--- src/rtl/assert_macros.svh ---
// Assertion helpers for the RC4 block.
`ifndef ASSERT_MACROS_SVH
`define ASSERT_MACROS_SVH

// Same-cycle implication.
`define ASSERT_SAME(label, clk, rst, ante, cons) \
   label: assert property (@(posedge clk) disable iff (rst) (ante) |-> (cons)) \
      else $error("assertion failed");

// Next-cycle implication.
`define ASSERT_NEXT(label, clk, rst, ante, cons) \
   label: assert property (@(posedge clk) disable iff (rst) (ante) |=> (cons)) \
      else $error("assertion failed");

`endif

--- src/rtl/rc4_pkg.sv ---
package rc4_pkg;

   localparam logic [1:0] FUNC_LOAD  = 2'd0;
   localparam logic [1:0] FUNC_SCHED = 2'd1;
   localparam logic [1:0] FUNC_DATA  = 2'd2;

   localparam logic [8:0] KEY_LEN_RESET = 9'd128;
   localparam logic [7:0] LAST_STEP     = 8'hff;

   typedef enum logic [7:0] {
      ST_IDLE   = 8'b0000_0001,
      ST_D_J    = 8'b0000_0010,
      ST_D_T    = 8'b0000_0100,
      ST_D_OUT  = 8'b0000_1000,
      ST_K_RD   = 8'b0001_0000,
      ST_K_J    = 8'b0010_0000,
      ST_K_SW1  = 8'b0100_0000,
      ST_K_SW2  = 8'b1000_0000
   } state_type;

   typedef struct packed {
      logic       clear;
      logic       we;
      logic [7:0] waddr;
      logic [7:0] wdata;
      logic       re;
      logic [7:0] raddr;
   } perm_req_type;

endpackage

--- src/rtl/rc4_perm_mem.sv ---
module rc4_perm_mem (
   input  logic                 clock,
   input  logic                 reset,
   input  rc4_pkg::perm_req_type req,
   output logic [7:0]           rdata
);
   import rc4_pkg::*;

   logic [7:0] mem [256];
   logic [255:0] valid_ff;
   logic [255:0] valid_in;
   logic [7:0] rdata_ff;
   logic       rvalid_ff;
   logic [7:0] raddr_ff;

   always_comb begin
      valid_in = valid_ff;
      if (req.clear) begin
         valid_in = '0;
      end else if (req.we) begin
         valid_in[req.waddr] = 1'b1;
      end
   end

   always_ff @(posedge clock) begin
      if (reset) begin
         valid_ff <= '0;
      end else begin
         valid_ff <= valid_in;
      end
   end

   always_ff @(posedge clock) begin
      if (req.we) begin
         mem[req.waddr] <= req.wdata;
      end
      if (req.re) begin
         rdata_ff  <= mem[req.raddr];
         rvalid_ff <= valid_ff[req.raddr];
         raddr_ff  <= req.raddr;
      end
   end

   // an entry never written since the last clear reads as the identity
   assign rdata = rvalid_ff ? rdata_ff : raddr_ff;

endmodule

--- src/rtl/rc4_key_mem.sv ---
module rc4_key_mem #(
   parameter int DEPTH = 256,
   parameter int AW    = (DEPTH > 1) ? $clog2(DEPTH) : 1
) (
   input  logic          clock,
   input  logic          we,
   input  logic [AW-1:0] waddr,
   input  logic [7:0]    wdata,
   input  logic          re,
   input  logic [AW-1:0] raddr,
   output logic [7:0]    rdata
);
   import rc4_pkg::*;

   logic [7:0] mem [DEPTH];
   logic [7:0] rdata_ff;

   always_ff @(posedge clock) begin
      if (we) begin
         mem[waddr] <= wdata;
      end
      if (re) begin
         rdata_ff <= mem[raddr];
      end
   end

   assign rdata = rdata_ff;

endmodule

--- src/rtl/rc4_stream_cipher.sv ---
// RC4 stream cipher.
// Requests arrive on req_* (valid/ready); req_func selects a key byte load,
// a key schedule or a data byte. Only data requests give a response, on
// rsp_* (valid/ready), carrying data XOR the next keystream byte.
// The key length register is written through csr_wr_en / csr_wr_data.
// A key load or an ignored code completes on acceptance. A data request
// steps through ST_D_J, ST_D_T and ST_D_OUT, loading its response register
// in ST_D_OUT: three dependent reads of the permutation memory (S[i], S[j],
// S[S[i]+S[j]]), which has one read and one write port, with the swap
// written back in ST_D_T and ST_D_OUT. A key schedule runs 256 steps of
// read-read-write-write on the permutation memory, through the ST_K_* states.
// One request is in flight at a time; req_ready is high only between them.
// Reset restores the identity permutation at once (per-entry valid bits),
// clears both stream indices and sets the key length to 128. The key store
// holds no defined contents after reset.
// A data request that finds the response register still full holds in its
// last step; no request is taken until that response has been taken.
`include "assert_macros.svh"

module rc4_stream_cipher #(
   parameter int KEY_BYTES = 256
) (
   input  logic       clock,
   input  logic       reset,
   input  logic       req_valid,
   output logic       req_ready,
   input  logic [1:0] req_func,
   input  logic [7:0] req_key_index,
   input  logic [7:0] req_key_byte,
   input  logic [7:0] req_data_byte,
   output logic       rsp_valid,
   input  logic       rsp_ready,
   output logic [7:0] rsp_out_byte,
   input  logic       csr_wr_en,
   input  logic [8:0] csr_wr_data
);
   import rc4_pkg::*;

   localparam int KEY_AW = (KEY_BYTES > 1) ? $clog2(KEY_BYTES) : 1;
   localparam logic [8:0] KEY_BYTES_W = 9'(KEY_BYTES);

   state_type    state_ff, state_in;
   logic [8:0]   key_len_ff, key_len_in;
   logic [7:0]   i_ff, i_in;
   logic [7:0]   j_ff, j_in;
   logic [7:0]   k_ff, k_in;
   logic [KEY_AW-1:0] pos_ff, pos_in;
   logic [7:0]   si_ff, si_in;
   logic [7:0]   sj_ff, sj_in;
   logic [7:0]   t_ff, t_in;
   logic [7:0]   data_ff, data_in;
   logic         rsp_valid_ff, rsp_valid_in;
   logic [7:0]   rsp_byte_ff, rsp_byte_in;

   perm_req_type perm_req;
   logic [7:0]   perm_rdata;
   logic         key_we, key_re;
   logic [7:0]   key_rdata;

   logic         req_take;
   logic [8:0]   eff_len;
   logic [8:0]   pos_next;
   logic [7:0]   keystream;
   logic         rsp_free;

   rc4_perm_mem u_perm (
      .clock (clock),
      .reset (reset),
      .req   (perm_req),
      .rdata (perm_rdata)
   );

   rc4_key_mem #(
      .DEPTH (KEY_BYTES),
      .AW    (KEY_AW)
   ) u_key (
      .clock (clock),
      .we    (key_we),
      .waddr (req_key_index[KEY_AW-1:0]),
      .wdata (req_key_byte),
      .re    (key_re),
      .raddr (pos_ff),
      .rdata (key_rdata)
   );

   assign req_ready = (state_ff == ST_IDLE);
   assign req_take  = req_valid && req_ready;
   assign rsp_free  = !rsp_valid_ff || rsp_ready;

   assign key_we = req_take && (req_func == FUNC_LOAD) &&
                   ({1'b0, req_key_index} < KEY_BYTES_W);
   assign key_re = (state_ff == ST_K_RD);

   always_comb begin
      if (key_len_ff == 9'd0) begin
         eff_len = 9'd1;
      end else if (key_len_ff > KEY_BYTES_W) begin
         eff_len = KEY_BYTES_W;
      end else begin
         eff_len = key_len_ff;
      end
   end

   assign pos_next = {{(9 - KEY_AW){1'b0}}, pos_ff} + 9'd1;

   // the swap lands after the lookup read; take swapped values from registers
   always_comb begin
      if (t_ff == j_ff) begin
         keystream = si_ff;
      end else if (t_ff == i_ff) begin
         keystream = sj_ff;
      end else begin
         keystream = perm_rdata;
      end
   end

   always_comb begin
      state_in     = state_ff;
      key_len_in   = csr_wr_en ? csr_wr_data : key_len_ff;
      i_in         = i_ff;
      j_in         = j_ff;
      k_in         = k_ff;
      pos_in       = pos_ff;
      si_in        = si_ff;
      sj_in        = sj_ff;
      t_in         = t_ff;
      data_in      = data_ff;
      rsp_valid_in = rsp_valid_ff && !rsp_ready;
      rsp_byte_in  = rsp_byte_ff;
      perm_req     = '0;

      case (state_ff)
         ST_IDLE: begin
            if (req_take) begin
               if (req_func == FUNC_DATA) begin
                  i_in           = i_ff + 8'd1;
                  perm_req.re    = 1'b1;
                  perm_req.raddr = i_ff + 8'd1;
                  data_in        = req_data_byte;
                  state_in       = ST_D_J;
               end else if (req_func == FUNC_SCHED) begin
                  perm_req.clear = 1'b1;
                  k_in           = 8'd0;
                  j_in           = 8'd0;
                  pos_in         = '0;
                  state_in       = ST_K_RD;
               end
            end
         end
         ST_D_J: begin
            si_in          = perm_rdata;
            j_in           = j_ff + perm_rdata;
            perm_req.re    = 1'b1;
            perm_req.raddr = j_ff + perm_rdata;
            state_in       = ST_D_T;
         end
         ST_D_T: begin
            sj_in          = perm_rdata;
            perm_req.we    = 1'b1;
            perm_req.waddr = i_ff;
            perm_req.wdata = perm_rdata;
            t_in           = si_ff + perm_rdata;
            perm_req.re    = 1'b1;
            perm_req.raddr = si_ff + perm_rdata;
            state_in       = ST_D_OUT;
         end
         ST_D_OUT: begin
            // rewrite is harmless while the response register is stalled
            perm_req.we    = 1'b1;
            perm_req.waddr = j_ff;
            perm_req.wdata = si_ff;
            if (rsp_free) begin
               rsp_valid_in = 1'b1;
               rsp_byte_in  = data_ff ^ keystream;
               state_in     = ST_IDLE;
            end
         end
         ST_K_RD: begin
            perm_req.re    = 1'b1;
            perm_req.raddr = k_ff;
            state_in       = ST_K_J;
         end
         ST_K_J: begin
            si_in          = perm_rdata;
            j_in           = j_ff + perm_rdata + key_rdata;
            perm_req.re    = 1'b1;
            perm_req.raddr = j_ff + perm_rdata + key_rdata;
            state_in       = ST_K_SW1;
         end
         ST_K_SW1: begin
            perm_req.we    = 1'b1;
            perm_req.waddr = k_ff;
            perm_req.wdata = perm_rdata;
            state_in       = ST_K_SW2;
         end
         ST_K_SW2: begin
            perm_req.we    = 1'b1;
            perm_req.waddr = j_ff;
            perm_req.wdata = si_ff;
            k_in           = k_ff + 8'd1;
            pos_in         = (pos_next >= eff_len) ? '0 : pos_next[KEY_AW-1:0];
            if (k_ff == LAST_STEP) begin
               i_in     = 8'd0;
               j_in     = 8'd0;
               state_in = ST_IDLE;
            end else begin
               state_in = ST_K_RD;
            end
         end
         default: begin
            state_in = ST_IDLE;
         end
      endcase
   end

   always_ff @(posedge clock) begin
      if (reset) begin
         state_ff     <= ST_IDLE;
         key_len_ff   <= KEY_LEN_RESET;
         i_ff         <= 8'd0;
         j_ff         <= 8'd0;
         k_ff         <= 8'd0;
         pos_ff       <= '0;
         rsp_valid_ff <= 1'b0;
      end else begin
         state_ff     <= state_in;
         key_len_ff   <= key_len_in;
         i_ff         <= i_in;
         j_ff         <= j_in;
         k_ff         <= k_in;
         pos_ff       <= pos_in;
         rsp_valid_ff <= rsp_valid_in;
      end
   end

   always_ff @(posedge clock) begin
      si_ff       <= si_in;
      sj_ff       <= sj_in;
      t_ff        <= t_in;
      data_ff     <= data_in;
      rsp_byte_ff <= rsp_byte_in;
   end

   assign rsp_valid    = rsp_valid_ff;
   assign rsp_out_byte = rsp_byte_ff;

   `ASSERT_SAME(a_rsp_from_last_step, clock, reset, $rose(rsp_valid_ff),
      $past(state_ff == ST_D_OUT))
   `ASSERT_NEXT(a_stall_holds_step, clock, reset,
      (state_ff == ST_D_OUT) && rsp_valid_ff && !rsp_ready, state_ff == ST_D_OUT)
   `ASSERT_NEXT(a_sched_clears_idx, clock, reset,
      (state_ff == ST_K_SW2) && (k_ff == LAST_STEP),
      (state_ff == ST_IDLE) && (i_ff == 8'd0) && (j_ff == 8'd0))
   `ASSERT_SAME(a_no_write_idle, clock, reset, state_ff == ST_IDLE, !perm_req.we)

endmodule

--- config.mk ---
export PLATFORM = sky130hd
export DESIGN_NAME = rc4_stream_cipher
export DESIGN_NICKNAME = d
export VERILOG_FILES = /design/src/rtl/rc4_pkg.sv /design/src/rtl/rc4_perm_mem.sv /design/src/rtl/rc4_key_mem.sv /design/src/rtl/rc4_stream_cipher.sv
export VERILOG_INCLUDE_DIRS = /design/src /design/src/rtl
export SDC_FILE = /design/constraint.sdc
export NUM_CORES = 2
export LEC_CHECK = 0
export ABC_CLOCK_PERIOD_IN_PS = 7850
export BUFFER_PORTS_ARGS = -buffer_cell sky130_fd_sc_hd__buf_2
export CAP_MARGIN = 20
export CORE_UTILIZATION = 30
export DETAILED_ROUTE_END_ITERATION = 16
export PLACE_DENSITY = 0.55
export SKIP_CTS_REPAIR_TIMING = 1
export SYNTH_ARGS = -nofsm -noshare
export SYNTH_HDL_FRONTEND = slang
export SYNTH_HIERARCHICAL = 1
export SYNTH_SLANG_ARGS = --single-unit
--- constraint.sdc ---
create_clock -name clock -period 7.85 [get_ports clock]
set_input_delay 0 -clock clock [delete_from_list [all_inputs] [get_ports clock]]
set_output_delay 0 -clock clock [all_outputs]
set_load 0.005 [all_outputs]
==> out/results.ini <==
[run_status]
status = finished, final reports clean

[grt]
grt_pass1_wl_um = 669100
grt_max_degree = 209
antenna_found_initial = 30
grt_pass1_vias = 89780
grt.total_usage_pct = 15.56
overflow = 0

[drt]
drt_pre_antenna_iters = 8
routed_via_density = 5.163
vias = 89160
wirelength_um = 469700
ant_nets = 0
drt_iter0_drc = 10110
drc_errors = 0
post_drt_wl_per_cell_um = 27.20

[placed_design]
gp_congestion = 0.9173
hpwl_um = 293400
pre_cts_ws_ps = 1126
port_buffers = 49
place_inst = 16390

[sta]
worst_pin_slew_ps = 1383
hold_viol = 0
finalSetupViolCount = 0
fin_skew_ps = 61.48
rsz0062_at_grt = no
slew_headroom_pct = 7.820
period_minus_slack_ps = 7119
setup_slack_ps = 731.3
tns_ps = 0
fmaxAchievable_mhz = 140.5
drv_slew = 0
fin_crit_sh_pct = 90.68

[synth]
synth_edf_count = 4161
synth_most_common_cell = edfxtp_1
netlist_area_um2 = 174500
synth_seq_cells = 4467
synthTopCellsByArea = edfxtp_1 (72%), mux4_2 (13%), dfxtp_1 (3.5%)
synth_top_area_share_pct = 71.62
synth_cells = 8914
synth_fp_nets = 8990
async_flop_share_pct = 0
synth-main-ff-cell = edfxtp_1
synth_common_cells = edfxtp_1 (4161), nor2_1 (1055), mux4_2 (970), mux2i_1 (314), dfxtp_1 (306)
yosysTopAreaCell = edfxtp_1
seq_area_frac_synth_pct = 75.13
synth.distinct_cells = 99
ys_warn_count = 6
syn_area_per_cell_um2 = 19.57

[floorplanning]
core_area_um2 = 578100
fp.dieArea_um2 = 584600
num_io_pins = 50
fp.dieW_um = 764.6
rows = 279
dieHeight_um = 764.6
start_util_pct = 30.18

[clock_network]
cts.clk_slew.worst_paths_ps = 70
cts_sinks = 4467
root_buffer = clkbuf_16
cts_tree = built
max-clock-path-buffers = 4
clock_latency_ps = 1010
cts-buffers-inserted = 422
htreeDepth = 5

[power]
p_per_area_nw_per_um2 = 239.0
ir_worst_vdd_uv = 208.7
leakage_nw = 62.67

[worst_setup_path]
startpoint_type = flop
critPathMostFrequentCell = a21oi_1
required_ps = 8580
path_class = flop to flop
timing.rr.end = u_perm/rdata_ff[4]
r2r_slack_ps = 730
worstRegToRegCells = 22
cp_top_family = compound AO/OA/AOI/OAI gates
cp_cell_sequence = mux2_2 -> ha_1 -> fa_1 -> a21o_1 -> a21oi_1 -> o21bai_1 -> a21oi_1 -> xnor2_1 -> ha_1 -> a2111oi_0 -> a21oi_1 -> o21ai_0 -> xor2_1 -> a21o_2 -> a21o_1 -> a211o_1 -> nor3b_2 -> o221ai_1 -> o22ai_1 -> nor3_1 -> nor3_1 -> nor4_1
worstReg2RegStart = u_perm/rvalid_ff
cp-end-kind = flop
cp_slowest_cell = nor3_1
critPathArrivalTime_ps = 7850
worst-path-buf-inv = 0
critPathMaxStageDelay_ps = 650
cp_max_fo = 13

[cells_and_area]
multi_input_area_um2 = 40120
regArea_um2 = 131100
area_growth_pct = 13.72
finalNetCount = 9251
nFillCells = 53890
drive_gt1_share_pct = 21.08
instances_no_fill = 17270

[worst_hold_path]
hold_path.class = input pin to flop
worstHoldStart = req_key_index[5]
min_to = u_key/mem[246][1]
min_path_cells = 4

[job]
cap_violations = 0

==> flip-flops by register name, summed over array words and instances, names as in the netlist, 9 cells and up <==
name             flops
u_perm/valid_ff    256
u_perm/mem        2048
u_key/mem         2048
key_len_ff           9
==> metal layers <==
| metal | up-vias | GRT usage (%) | wire length, um |
|---|---|---|---|
| li1 | 36950 | - | - |
| met1 | 47790 | 21.28 | 195100 |
| met2 | 3693 | 25.46 | 224700 |
| met3 | 720 | 2.373 | 33140 |
| met4 | 6 | 5.175 | 16700 |
| met5 | - | 0 | 40 |
==> cells by family (layout without fill, tap and decap cells) <==
group | Yosys count | count (layout) | synth area share, %
AOI/OAI and AO/OA | 941 | 941 | 3.937
buffers and inverters | 565 | 1182 | 1.997
other | 0 | 10 | 0
xor gates and xnor gates | 55 | 55 | 0.2761
and+or+nand+nor | 1547 | 1547 | 3.856
adders and majority gates | 36 | 36 | 0.2711
muxes | 1303 | 1303 | 14.53
DFF | 4467 | 4467 | 75.13
==> cell type report <==
cell class	count	share of cell area, %
Antenna cell	10	0.01261
Clock buffer	560	5.782
Clock inverter	220	1.241
Inverter	29	0.05486
Multi-Input combinational cell	3882	20.22
Sequential cell	4467	66.07
Tap cell	7727	4.873
Timing Repair Buffer	373	1.743
==> cell usage in the layout, fill, tap and decap left out, types with 56 or more instances in the layout <==
| cell type | netlist | layout |
|---|---|---|
| edfxtp_1 | 4161 | 4161 |
| nand2_1 | 118 | 113 |
| mux2i_1 | 314 | 314 |
| dlygate4sd3_1 | 1 | 75 |
| clkbuf_16 | 0 | 425 |
| mux4_2 | 970 | 970 |
| dfxtp_1 | 306 | 300 |
| nor2_1 | 1055 | 1049 |
| clkinv_1 | 3 | 57 |
| clkinv_2 | 0 | 69 |
| clkbuf_1 | 257 | 102 |
| buf_4 | 52 | 198 |
| a221oi_1 | 56 | 56 |
| o22ai_1 | 65 | 65 |
| a21oi_1 | 203 | 203 |
| a22oi_1 | 230 | 230 |
| nand3_1 | 66 | 65 |
| o221ai_1 | 103 | 103 |
| nor2b_1 | 67 | 61 |
==> power breakdown <==
group / switching, mW / internal, mW
logic: 0.659 / 0.314
clock network: 8.95 / 11.6
registers: 0.0283 / 25.8
==> worst reg2reg max path: stages, from the launching register on <==
cell	delay (ps)
edfxtp_1	560
mux2_2	480
ha_1	240
fa_1	400
a21o_1	180
a21oi_1	280
o21bai_1	120
a21oi_1	210
xnor2_1	180
ha_1	310
a2111oi_0	630
a21oi_1	100
o21ai_0	130
xor2_1	120
a21o_2	200
a21o_1	190
a211o_1	570
nor3b_2	580
o221ai_1	290
o22ai_1	240
nor3_1	70
nor3_1	650
nor4_1	120
==> through the flow <==
stage | cell area, um2 | power (mW) | hold WS, ps | utilization (%)
after floorplan | 174500 | 26.90 | 98.87 | -
after global placement | 183300 | 27.29 | 179.1 | 31.72
after detailed placement | 183500 | 27.32 | 181.3 | 31.74
after CTS | 197400 | 47.81 | -900.9 | 34.15
after global routing | 198400 | 48.72 | 11.97 | 34.32
final | 198400 | 47.42 | 25.15 | 34.32
==> worst max path at each step <==
stage                     startpoint                  to  cells after the start
global route        u_perm/rvalid_ff  u_perm/rdata_ff[4]                     22
finish              u_perm/rvalid_ff  u_perm/rdata_ff[4]                     22
CTS                 u_perm/rvalid_ff  u_perm/rdata_ff[2]                     23
global placement    u_perm/rvalid_ff  u_perm/rdata_ff[4]                     22
floorplan                state_ff[0]    u_perm/mem[0][7]                      6
detailed placement  u_perm/rvalid_ff  u_perm/rdata_ff[4]                     22
Note: power is estimated with default switching activity, not from simulation.
